## src/hw/rtl/tlnef_pkg.sv

```systemverilog
`default_nettype none
// ----------------------------------------------------------------------------
// tlnef_pkg
// Shared types and constants of the text line number and escape filter.
// ----------------------------------------------------------------------------
package tlnef_pkg;

    localparam int NUMBER_DIGITS = 6;
    localparam int DIGIT_IDX_W   = (NUMBER_DIGITS > 1) ? $clog2(NUMBER_DIGITS) : 1;

    localparam int QUEUE_DEPTH   = 2;
    localparam int QUEUE_PTR_W   = (QUEUE_DEPTH > 1) ? $clog2(QUEUE_DEPTH) : 1;
    localparam int QUEUE_CNT_W   = $clog2(QUEUE_DEPTH + 1);

    localparam int CFG_INDEX_W   = 3;

    typedef enum logic [CFG_INDEX_W-1:0] {
        REG_NUMBER_NONBLANK  = 3'd0,
        REG_NUMBER_ALL       = 3'd1,
        REG_SQUEEZE_BLANK    = 3'd2,
        REG_SHOW_ENDS        = 3'd3,
        REG_SHOW_TABS        = 3'd4,
        REG_SHOW_NONPRINTING = 3'd5
    } cfg_reg_t;

    localparam logic [7:0] CH_TAB       = 8'h09;
    localparam logic [7:0] CH_NL        = 8'h0A;
    localparam logic [7:0] CH_SPACE     = 8'h20;
    localparam logic [7:0] CH_DOLLAR    = 8'h24;
    localparam logic [7:0] CH_QMARK     = 8'h3F;
    localparam logic [7:0] CH_I         = 8'h49;
    localparam logic [7:0] CH_CARET     = 8'h5E;
    localparam logic [7:0] CH_DEL       = 8'h7F;
    localparam logic [7:0] CTRL_MAX     = 8'd31;
    localparam logic [7:0] CARET_OFFSET = 8'd64;
    localparam logic [3:0] DIGIT_ASCII_HI = 4'h3;

    typedef logic [3:0] bcd_t;
    typedef bcd_t [NUMBER_DIGITS-1:0] count_t;

    localparam count_t COUNT_ONE = count_t'(1);

    typedef struct packed {
        logic       number;
        count_t     digits;
        logic       dollar;
        logic       esc;
        logic [7:0] ch;
    } cmd_t;

    typedef enum logic [2:0] {
        PH_NUM,
        PH_TAB,
        PH_END,
        PH_CARET,
        PH_CHAR
    } phase_t;

endpackage
`default_nettype wire

```

## src/hw/rtl/tlnef_front.sv

```systemverilog
`default_nettype none
// ----------------------------------------------------------------------------
// tlnef_front
// Takes input beats, holds the options and the line state, and turns each
// byte that is not squeezed away into one output command for the queue.
// ----------------------------------------------------------------------------
module tlnef_front (
    input  logic                          clk,
    input  logic                          rst_n,
    input  logic                          s_tvalid,
    output logic                          s_tready,
    input  logic [7:0]                    s_tdata,
    input  logic                          s_tuser,
    input  logic                          cfg_valid,
    output logic                          cfg_ready,
    input  logic [tlnef_pkg::CFG_INDEX_W-1:0] cfg_index,
    input  logic                          cfg_data,
    output logic                          push,
    output tlnef_pkg::cmd_t               push_cmd,
    input  logic                          queue_full
);
    import tlnef_pkg::*;

    function automatic count_t count_inc(count_t c);
        count_t r;
        logic   carry;
        logic   full;
        r     = c;
        carry = 1'b1;
        full  = 1'b1;
        for (int i = 0; i < NUMBER_DIGITS; i++)
        begin
            full = full & (c[i] == 4'd9);
        end
        for (int i = 0; i < NUMBER_DIGITS; i++)
        begin
            if (carry)
            begin
                if (c[i] == 4'd9)
                begin
                    r[i] = 4'd0;
                end
                else
                begin
                    r[i]  = c[i] + 4'd1;
                    carry = 1'b0;
                end
            end
        end
        if (full)
        begin
            r = c;
        end
        return r;
    endfunction

    function automatic logic bcd_ok(count_t c);
        logic ok;
        ok = 1'b1;
        for (int i = 0; i < NUMBER_DIGITS; i++)
        begin
            ok = ok & (c[i] <= 4'd9);
        end
        return ok;
    endfunction

    logic   number_nonblank_reg;
    logic   number_all_reg;
    logic   squeeze_blank_reg;
    logic   show_ends_reg;
    logic   show_tabs_reg;
    logic   show_nonprinting_reg;

    logic   prev_newline_reg;
    logic   prev_newline_next;
    logic   squeeze_mark_reg;
    logic   squeeze_mark_next;
    count_t count_reg;
    count_t count_next;

    logic   accept;
    logic   is_nl;
    logic   eff_pn;
    logic   eff_sm;
    count_t eff_count;
    logic   drop;
    logic   number;

    assign s_tready  = !queue_full;
    assign cfg_ready = 1'b1;
    assign accept    = s_tvalid && s_tready;

    always_comb
    begin
        is_nl     = (s_tdata == CH_NL);
        eff_pn    = s_tuser ? 1'b1 : prev_newline_reg;
        eff_sm    = s_tuser ? 1'b0 : squeeze_mark_reg;
        eff_count = s_tuser ? COUNT_ONE : count_reg;

        drop              = 1'b0;
        squeeze_mark_next = eff_sm;
        if (squeeze_blank_reg)
        begin
            if (is_nl && eff_pn)
            begin
                if (eff_sm)
                begin
                    drop = 1'b1;
                end
                squeeze_mark_next = 1'b1;
            end
            else
            begin
                squeeze_mark_next = 1'b0;
            end
        end

        if (number_nonblank_reg)
        begin
            number = eff_pn && !is_nl;
        end
        else
        begin
            number = number_all_reg && eff_pn;
        end

        prev_newline_next = drop ? eff_pn : is_nl;
        count_next        = (number && !drop) ? count_inc(eff_count) : eff_count;

        push_cmd.number = number;
        push_cmd.digits = eff_count;
        push_cmd.dollar = show_ends_reg && is_nl;
        push_cmd.esc    = 1'b0;
        push_cmd.ch     = s_tdata;
        if (show_tabs_reg && (s_tdata == CH_TAB))
        begin
            push_cmd.esc = 1'b1;
            push_cmd.ch  = CH_I;
        end
        else if (show_nonprinting_reg && (s_tdata <= CTRL_MAX) && (s_tdata != CH_TAB)
                 && !is_nl)
        begin
            push_cmd.esc = 1'b1;
            push_cmd.ch  = s_tdata + CARET_OFFSET;
        end
        else if (show_nonprinting_reg && (s_tdata == CH_DEL))
        begin
            push_cmd.esc = 1'b1;
            push_cmd.ch  = CH_QMARK;
        end

        push = accept && !drop;
    end

    always_ff @(posedge clk or negedge rst_n)
    begin
        if (!rst_n)
        begin
            number_nonblank_reg  <= 1'b0;
            number_all_reg       <= 1'b0;
            squeeze_blank_reg    <= 1'b0;
            show_ends_reg        <= 1'b0;
            show_tabs_reg        <= 1'b0;
            show_nonprinting_reg <= 1'b0;
        end
        else if (cfg_valid && cfg_ready)
        begin
            case (cfg_index)
                REG_NUMBER_NONBLANK:  number_nonblank_reg  <= cfg_data;
                REG_NUMBER_ALL:       number_all_reg       <= cfg_data;
                REG_SQUEEZE_BLANK:    squeeze_blank_reg    <= cfg_data;
                REG_SHOW_ENDS:        show_ends_reg        <= cfg_data;
                REG_SHOW_TABS:        show_tabs_reg        <= cfg_data;
                REG_SHOW_NONPRINTING: show_nonprinting_reg <= cfg_data;
                default:              ;
            endcase
        end
    end

    always_ff @(posedge clk or negedge rst_n)
    begin
        if (!rst_n)
        begin
            prev_newline_reg <= 1'b1;
            squeeze_mark_reg <= 1'b0;
            count_reg        <= COUNT_ONE;
        end
        else if (accept)
        begin
            prev_newline_reg <= prev_newline_next;
            squeeze_mark_reg <= squeeze_mark_next;
            count_reg        <= count_next;
        end
    end

    assert property (@(posedge clk) disable iff (!rst_n) bcd_ok(count_reg))
        else $error("Line counter holds a digit above nine.");

    assert property (@(posedge clk) disable iff (!rst_n)
        (accept && !push) |-> squeeze_blank_reg)
        else $error("A byte was dropped while squeezing is off.");

endmodule
`default_nettype wire

```

## src/hw/rtl/tlnef_queue.sv

```systemverilog
`default_nettype none
// ----------------------------------------------------------------------------
// tlnef_queue
// Short command queue between the classifying front and the output back.
// ----------------------------------------------------------------------------
module tlnef_queue (
    input  logic            clk,
    input  logic            rst_n,
    input  logic            push,
    input  tlnef_pkg::cmd_t push_cmd,
    output logic            full,
    input  logic            pop,
    output logic            head_valid,
    output tlnef_pkg::cmd_t head_cmd
);
    import tlnef_pkg::*;

    localparam logic [QUEUE_PTR_W-1:0] PTR_LAST = QUEUE_PTR_W'(QUEUE_DEPTH - 1);

    cmd_t                   mem_reg [QUEUE_DEPTH];
    logic [QUEUE_PTR_W-1:0] wr_ptr_reg;
    logic [QUEUE_PTR_W-1:0] rd_ptr_reg;
    logic [QUEUE_CNT_W-1:0] count_reg;
    logic                   do_push;
    logic                   do_pop;

    assign full       = (count_reg == QUEUE_CNT_W'(QUEUE_DEPTH));
    assign head_valid = (count_reg != '0);
    assign head_cmd   = mem_reg[rd_ptr_reg];
    assign do_push    = push && !full;
    assign do_pop     = pop && head_valid;

    always_ff @(posedge clk)
    begin
        if (do_push)
        begin
            mem_reg[wr_ptr_reg] <= push_cmd;
        end
    end

    always_ff @(posedge clk or negedge rst_n)
    begin
        if (!rst_n)
        begin
            wr_ptr_reg <= '0;
            rd_ptr_reg <= '0;
            count_reg  <= '0;
        end
        else
        begin
            if (do_push)
            begin
                wr_ptr_reg <= (wr_ptr_reg == PTR_LAST) ? '0 : wr_ptr_reg + QUEUE_PTR_W'(1);
            end
            if (do_pop)
            begin
                rd_ptr_reg <= (rd_ptr_reg == PTR_LAST) ? '0 : rd_ptr_reg + QUEUE_PTR_W'(1);
            end
            if (do_push && !do_pop)
            begin
                count_reg <= count_reg + QUEUE_CNT_W'(1);
            end
            else if (do_pop && !do_push)
            begin
                count_reg <= count_reg - QUEUE_CNT_W'(1);
            end
        end
    end

    assert property (@(posedge clk) disable iff (!rst_n)
        count_reg <= QUEUE_CNT_W'(QUEUE_DEPTH))
        else $error("Command queue holds more entries than its depth.");

endmodule
`default_nettype wire

```

## src/hw/rtl/tlnef_back.sv

```systemverilog
`default_nettype none
// ----------------------------------------------------------------------------
// tlnef_back
// Expands the command at the head of the queue into output bytes, one per
// cycle while the receiver takes them, through a registered output stage.
// ----------------------------------------------------------------------------
module tlnef_back (
    input  logic            clk,
    input  logic            rst_n,
    input  logic            head_valid,
    input  tlnef_pkg::cmd_t head_cmd,
    output logic            pop,
    output logic            m_tvalid,
    input  logic            m_tready,
    output logic [7:0]      m_tdata,
    output logic            m_tlast
);
    import tlnef_pkg::*;

    localparam logic [DIGIT_IDX_W-1:0] LAST_IDX = DIGIT_IDX_W'(NUMBER_DIGITS - 1);

    phase_t                 phase_reg;
    phase_t                 phase_next;
    logic [DIGIT_IDX_W-1:0] idx_reg;
    logic [DIGIT_IDX_W-1:0] idx_next;
    logic                   fresh_reg;
    logic                   out_valid_reg;
    logic [7:0]             out_byte_reg;
    logic                   out_last_reg;

    phase_t                 cur_phase;
    logic [DIGIT_IDX_W-1:0] cur_idx;
    phase_t                 after_tab;
    logic                   adv;
    logic                   last_byte;
    logic [7:0]             cur_byte;
    logic [NUMBER_DIGITS-1:0] blank;
    logic                   zero_run;
    bcd_t                   cur_digit;

    assign adv = head_valid && (!out_valid_reg || m_tready);

    always_comb
    begin
        if (head_cmd.dollar)
        begin
            after_tab = PH_END;
        end
        else if (head_cmd.esc)
        begin
            after_tab = PH_CARET;
        end
        else
        begin
            after_tab = PH_CHAR;
        end

        if (fresh_reg)
        begin
            cur_phase = head_cmd.number ? PH_NUM : after_tab;
            cur_idx   = '0;
        end
        else
        begin
            cur_phase = phase_reg;
            cur_idx   = idx_reg;
        end
    end

    // Next state of the byte sequencer.
    always_comb
    begin
        phase_next = cur_phase;
        idx_next   = cur_idx;
        last_byte  = 1'b0;
        case (cur_phase)
            PH_NUM:
            begin
                if (cur_idx == LAST_IDX)
                begin
                    phase_next = PH_TAB;
                    idx_next   = '0;
                end
                else
                begin
                    idx_next = cur_idx + DIGIT_IDX_W'(1);
                end
            end
            PH_TAB:   phase_next = after_tab;
            PH_END:   phase_next = head_cmd.esc ? PH_CARET : PH_CHAR;
            PH_CARET: phase_next = PH_CHAR;
            PH_CHAR:  last_byte  = 1'b1;
            default:  last_byte  = 1'b1;
        endcase
    end

    // Byte produced in the current phase.
    always_comb
    begin
        zero_run = 1'b1;
        for (int p = 0; p < NUMBER_DIGITS; p++)
        begin
            zero_run = zero_run & (head_cmd.digits[NUMBER_DIGITS-1-p] == 4'd0);
            blank[p] = zero_run && (p != NUMBER_DIGITS - 1);
        end
        cur_digit = head_cmd.digits[LAST_IDX - cur_idx];

        case (cur_phase)
            PH_NUM:   cur_byte = blank[cur_idx] ? CH_SPACE : {DIGIT_ASCII_HI, cur_digit};
            PH_TAB:   cur_byte = CH_TAB;
            PH_END:   cur_byte = CH_DOLLAR;
            PH_CARET: cur_byte = CH_CARET;
            PH_CHAR:  cur_byte = head_cmd.ch;
            default:  cur_byte = head_cmd.ch;
        endcase
    end

    assign pop = adv && last_byte;

    always_ff @(posedge clk or negedge rst_n)
    begin
        if (!rst_n)
        begin
            phase_reg     <= PH_CHAR;
            idx_reg       <= '0;
            fresh_reg     <= 1'b1;
            out_valid_reg <= 1'b0;
            out_last_reg  <= 1'b0;
        end
        else if (adv)
        begin
            out_valid_reg <= 1'b1;
            out_last_reg  <= last_byte;
            fresh_reg     <= last_byte;
            phase_reg     <= phase_next;
            idx_reg       <= idx_next;
        end
        else if (m_tready)
        begin
            out_valid_reg <= 1'b0;
        end
    end

    always_ff @(posedge clk)
    begin
        if (adv)
        begin
            out_byte_reg <= cur_byte;
        end
    end

    assign m_tvalid = out_valid_reg;
    assign m_tdata  = out_byte_reg;
    assign m_tlast  = out_last_reg;

    assert property (@(posedge clk) disable iff (!rst_n) pop |=> (fresh_reg && m_tlast))
        else $error("Command retired without closing its run.");

    assert property (@(posedge clk) disable iff (!rst_n)
        (adv && !last_byte) |=> (!fresh_reg && !m_tlast))
        else $error("Run closed before its command was complete.");

endmodule
`default_nettype wire

```

## src/hw/rtl/text_line_number_escape_filter_unit.sv

```systemverilog
`default_nettype none
// ----------------------------------------------------------------------------
// text_line_number_escape_filter_unit
// Byte stream filter that numbers lines, squeezes blank lines and shows
// line ends, tabs and control bytes in caret notation.
// ----------------------------------------------------------------------------
// One input byte is taken per cycle while the two-entry command queue has
// room. Each input byte yields zero to nine output bytes (six number digits
// and a tab, then a dollar sign and the newline or a two-byte caret escape).
// The sequencer sends one byte per cycle while the receiver is ready and
// finishes an input byte's expansion before the next; plain bytes flow at one
// per cycle while the receiver is ready. A squeezed blank line gives no output beat.
// m_tlast marks the final output byte caused by each input beat. The user must
// write options on the cfg channel only while no beat is in flight; not enforced by the block.
// ----------------------------------------------------------------------------
module text_line_number_escape_filter_unit (
    input  logic                              clk,
    input  logic                              rst_n,
    input  logic                              s_tvalid,
    output logic                              s_tready,
    input  logic [7:0]                        s_tdata,   // [7:0] text_byte
    input  logic                              s_tuser,   // [0] first_of_file
    output logic                              m_tvalid,
    input  logic                              m_tready,
    output logic [7:0]                        m_tdata,   // [7:0] out_byte
    output logic                              m_tlast,
    input  logic                              cfg_valid,
    output logic                              cfg_ready,
    input  logic [tlnef_pkg::CFG_INDEX_W-1:0] cfg_index,
    input  logic                              cfg_data
);
    import tlnef_pkg::*;

    logic push;
    cmd_t push_cmd;
    logic queue_full;
    logic pop;
    logic head_valid;
    cmd_t head_cmd;

    tlnef_front u_front (
        .clk        (clk),
        .rst_n      (rst_n),
        .s_tvalid   (s_tvalid),
        .s_tready   (s_tready),
        .s_tdata    (s_tdata),
        .s_tuser    (s_tuser),
        .cfg_valid  (cfg_valid),
        .cfg_ready  (cfg_ready),
        .cfg_index  (cfg_index),
        .cfg_data   (cfg_data),
        .push       (push),
        .push_cmd   (push_cmd),
        .queue_full (queue_full)
    );

    tlnef_queue u_queue (
        .clk        (clk),
        .rst_n      (rst_n),
        .push       (push),
        .push_cmd   (push_cmd),
        .full       (queue_full),
        .pop        (pop),
        .head_valid (head_valid),
        .head_cmd   (head_cmd)
    );

    tlnef_back u_back (
        .clk        (clk),
        .rst_n      (rst_n),
        .head_valid (head_valid),
        .head_cmd   (head_cmd),
        .pop        (pop),
        .m_tvalid   (m_tvalid),
        .m_tready   (m_tready),
        .m_tdata    (m_tdata),
        .m_tlast    (m_tlast)
    );

endmodule
`default_nettype wire

```

## config.mk

```make
export PLATFORM = sky130hd
export DESIGN_NAME = text_line_number_escape_filter_unit
export DESIGN_NICKNAME = d
export VERILOG_FILES = /design/src/hw/rtl/tlnef_pkg.sv /design/src/hw/rtl/tlnef_front.sv /design/src/hw/rtl/tlnef_queue.sv /design/src/hw/rtl/tlnef_back.sv /design/src/hw/rtl/text_line_number_escape_filter_unit.sv
export SDC_FILE = /design/constraint.sdc
export NUM_CORES = 1
export LEC_CHECK = 0
export BUFFER_PORTS_ARGS = -buffer_cell sky130_fd_sc_hd__buf_2
export CORE_UTILIZATION = 61
export CTS_CLUSTER_SIZE = 12
export DETAILED_ROUTE_END_ITERATION = 8
export PLACE_DENSITY = 0.79
export RECOVER_POWER = 25
export SYNTH_ARGS = -nofsm -noshare
export SYNTH_HDL_FRONTEND = slang
export SYNTH_SLANG_ARGS = --single-unit
```

## constraint.sdc

```tcl
create_clock -name clk -period 3.7 [get_ports clk]
set_input_delay 0.74 -clock clk [delete_from_list [all_inputs] [get_ports clk]]
set_output_delay 0.74 -clock clk [all_outputs]
set_load 0.03 [all_outputs]
```

==> flow_summary.yaml <==
status:
  status: "finished with violations"
  violations: "capacitance limit, slew limit"
cts:
  insertion_delay_ps: 530
  cts.root.buffer_cell: "clkbuf_8"
  htreeDepth: 4
  numCtsBuffers: 17
  clk_pin_slew_ps: 60
  post_cts_buffers: 0
  cts_resized: 0
  cts_sinks: 123
  cts_buffer_depth: 2
  cts_tree: "built"
  ctsHoldBuffers: 0
synth:
  syn_avg_cell_area_um2: 11.4
  synth_warnings: 0
  async_flop_share: 0.366
  ys_seq_area_frac: 0.558
  yosys_register_bits: 123
  syn_inst: 546
  synth_edf_count: 78
  synthesis.area_um2: 6230
  synth-main-ff-cell: "edfxtp_1"
  synthesis.nets: 570
  yosysUniqueCellTypes: 76
sta:
  period_needed_ps: 2950
  period_share: 0.797
  hold_slack_ps: 492
  rsz0062_at_grt: "no"
  fin_setup_tns_ps: 0
  drv_slew: 46
  slew_headroom: -0.632
  worst_clock_skew_ps: 8.82
  setup_viol: 0
  timing.fmax_ghz: 0.339
  worst_slew_pin_slew_ps: 2450
  hold_violations: 0
worst_setup_path:
  slowest_stage: "or4b_1"
  max_stage_delay_ps: 670
  critPathMaxFanout: 18
  r2r_setup_slack_ps: 1030
  setup.worst_path.start_class: "primary input"
  cpLargestDelayFamily: "simple AND/OR/NAND/NOR gates"
  required_ps: 4170
  crit_buf_inv: 2
  cp-end-kind: "flip-flop"
  worstPathCellList: "clkbuf_1 -> clkbuf_1 -> or4b_1 -> nor4_4 -> nand4_1 -> and2_4 -> a2111oi_1 -> a211o_1"
  critical_path_class: "in2reg"
  cp.arrival_ps: 3420
  crit_top_cell: "clkbuf_1"
finish:
  syn2layout_area_growth_pct: 13.1
  drive_gt1_frac: 0.153
  final_nets: 594
  largest_register_ffs: 70
  antenna_cells: 0
  fill_cells: 680
  final_cell_area_um2: 7040
drt:
  ant_nets: 0
  routed_via_density: 6.30
  routed_wl_mm: 13.6
  drt_pass1_iterations: 5
  drt-initial-drc-count: 258
  wl_per_cell_um: 19.1
  drc: 0
  via_count: 4510
floorplan:
  pin_count: 30
  num_rows: 36
  die_w_um: 103
  start_util: 0.634
  coreArea_um2: 9820
  die_h_um: 103
  die_area_um2: 10600
global_routing:
  gr-total-overflow: 0
  grt_pass1_vias: 4367
  grt_max_degree: 46
  antenna_found_initial: 0
  track_usage: 0.279
  grt_pass1_wl_mm: 21.8
pwr:
  p_leak_nw: 2.66
  ir_drop_uv: 678
  pwr_density_cell_nw_per_um2: 800
hold_path:
  hold_path.class: "reg2reg"
placement:
  placed_area_um2: 6460
  gp_congestion: 0.919
  dp_hpwl_mm: 9.18
  numPortBuffers: 28
job:
  maxCapViolCount: 1
-- worst min-delay path: cells and delay by family (launching register included) --
kind             cells  cell delay, ps
DFF                  1             340
and+or+nand+nor      2             120
-- path summary, 6_finish.rpt --
| path | from | to | cells after the start |
|---|---|---|---|
| worst max-delay path | s_tuser | u_front.count_reg[11] | 8 |
| worst min register to register | u_back.m_tlast | u_back.m_tlast | 2 |
| max in group asynchronous | rst_n | u_queue.rd_ptr_reg | 1 |
| min in group asynchronous | rst_n | u_back.m_tlast | 1 |
| worst min-delay path | u_back.m_tlast | u_back.m_tlast | 2 |
| worst max register to register | u_queue.rd_ptr_reg | u_queue.count_reg[1] | 8 |
-- logic make-up (layout without fill, tap and decap cells) --
kind of cell,count (synthesis),count (layout),share of synthesized area
xor+xnor,6,6,0.00844
mux,28,28,0.0609
fa+ha+maj,6,6,0.0121
buf+inv,50,87,0.0333
compound gates,110,110,0.122
simple gates,222,222,0.205
other cells,1,1,0.000602
flops,123,123,0.558
-- layout make-up --
| cell class | count | area (µm²) | area share |
|---|---|---|---|
| clock buffers | 17 | 414 | 0.0588 |
| inverters | 20 | 75.1 | 0.0107 |
| multi-input cells | 373 | 2550 | 0.362 |
| well taps | 133 | 166 | 0.0236 |
| flip-flops and latches | 123 | 3470 | 0.493 |
| repair buffers | 35 | 176 | 0.0250 |
| clock inverters | 15 | 186 | 0.0265 |
-- where the power goes --
group          switching, mW  internal (mW)
combinational           1.06          0.628
sequential             0.327           1.95
clock                  0.631           1.04
-- synthesized netlist by cell type (3+ instances only) --
cell / instances / area share
ha_1: 6 / 0.012
nand2_1: 47 / 0.028
and2_1: 7 / 0.0070
nor4_1: 17 / 0.017
o22ai_1: 3 / 0.0030
and3_1: 3 / 0.0030
a31oi_1: 10 / 0.010
a211oi_1: 6 / 0.0072
nand2b_1: 17 / 0.017
nor3b_1: 7 / 0.0084
nand4b_1: 3 / 0.0042
inv_1: 18 / 0.011
xnor2_1: 4 / 0.0056
mux2_2: 9 / 0.016
clkbuf_1: 21 / 0.013
nor4b_1: 3 / 0.0042
nor3_1: 11 / 0.0088
nand3_1: 13 / 0.010
a21oi_1: 16 / 0.013
and4_1: 6 / 0.0084
a221o_1: 7 / 0.011
buf_1: 5 / 0.0030
a211o_1: 6 / 0.0084
o21ai_1: 3 / 0.0024
o21ai_0: 24 / 0.019
dfstp_2: 4 / 0.017
mux4_2: 7 / 0.025
a22oi_1: 3 / 0.0036
nor2_1: 33 / 0.020
nor2b_1: 30 / 0.030
o211ai_1: 3 / 0.0036
mux2i_1: 12 / 0.019
nand4_1: 7 / 0.0070
a2111oi_0: 5 / 0.0070
dfrtp_1: 41 / 0.16
edfxtp_1: 78 / 0.38
o221ai_1: 3 / 0.0042
-- metrics by stage --
stage | utilization | worst slack, ps | cells | power (mW)
5_1_grt | 0.717 | 504 | 716 | 5.92
4_1_cts | 0.719 | 1040 | 716 | 5.63
2_1_floorplan | - | 348 | 546 | 3.47
3_5_place_dp | 0.658 | 552 | 684 | 3.94
6_report | 0.717 | 752 | 716 | 5.63
3_3_place_gp | 0.658 | 685 | 684 | 3.86
-- metal layers --
metal,share of wire,up-vias,GRT usage
li1,-,2125,-
met1,0.44,2195,0.375
met2,0.48,165,0.441
met3,0.055,25,0.0685
met4,0.019,0,0.112
met5,0,-,0
-- cell usage in the layout, fill, tap and decap left out, drive strengths merged, types with 4 or more instances in the layout --
| cell type | n |
|---|---|
| edfxtp | 78 |
| nand2 | 47 |
| dfrtp | 41 |
| nor2 | 33 |
| nor2b | 30 |
| clkbuf | 28 |
| o21ai | 27 |
| inv | 25 |
| buf | 24 |
| nor4 | 20 |
| nand2b | 17 |
| a21oi | 16 |
| nand3 | 13 |
| mux2i | 12 |
| nor3 | 12 |
| a31oi | 10 |
| mux2 | 9 |
| and2 | 8 |
| nand4 | 8 |
| nor3b | 7 |
| mux4 | 7 |
| a221o | 7 |
| and4 | 6 |
| a211o | 6 |
| a211oi | 6 |
| ha | 6 |
| a2111oi | 6 |
| clkinv | 6 |
| xnor2 | 4 |
| dfstp | 4 |
Note: power is estimated with default switching activity, not from simulation.
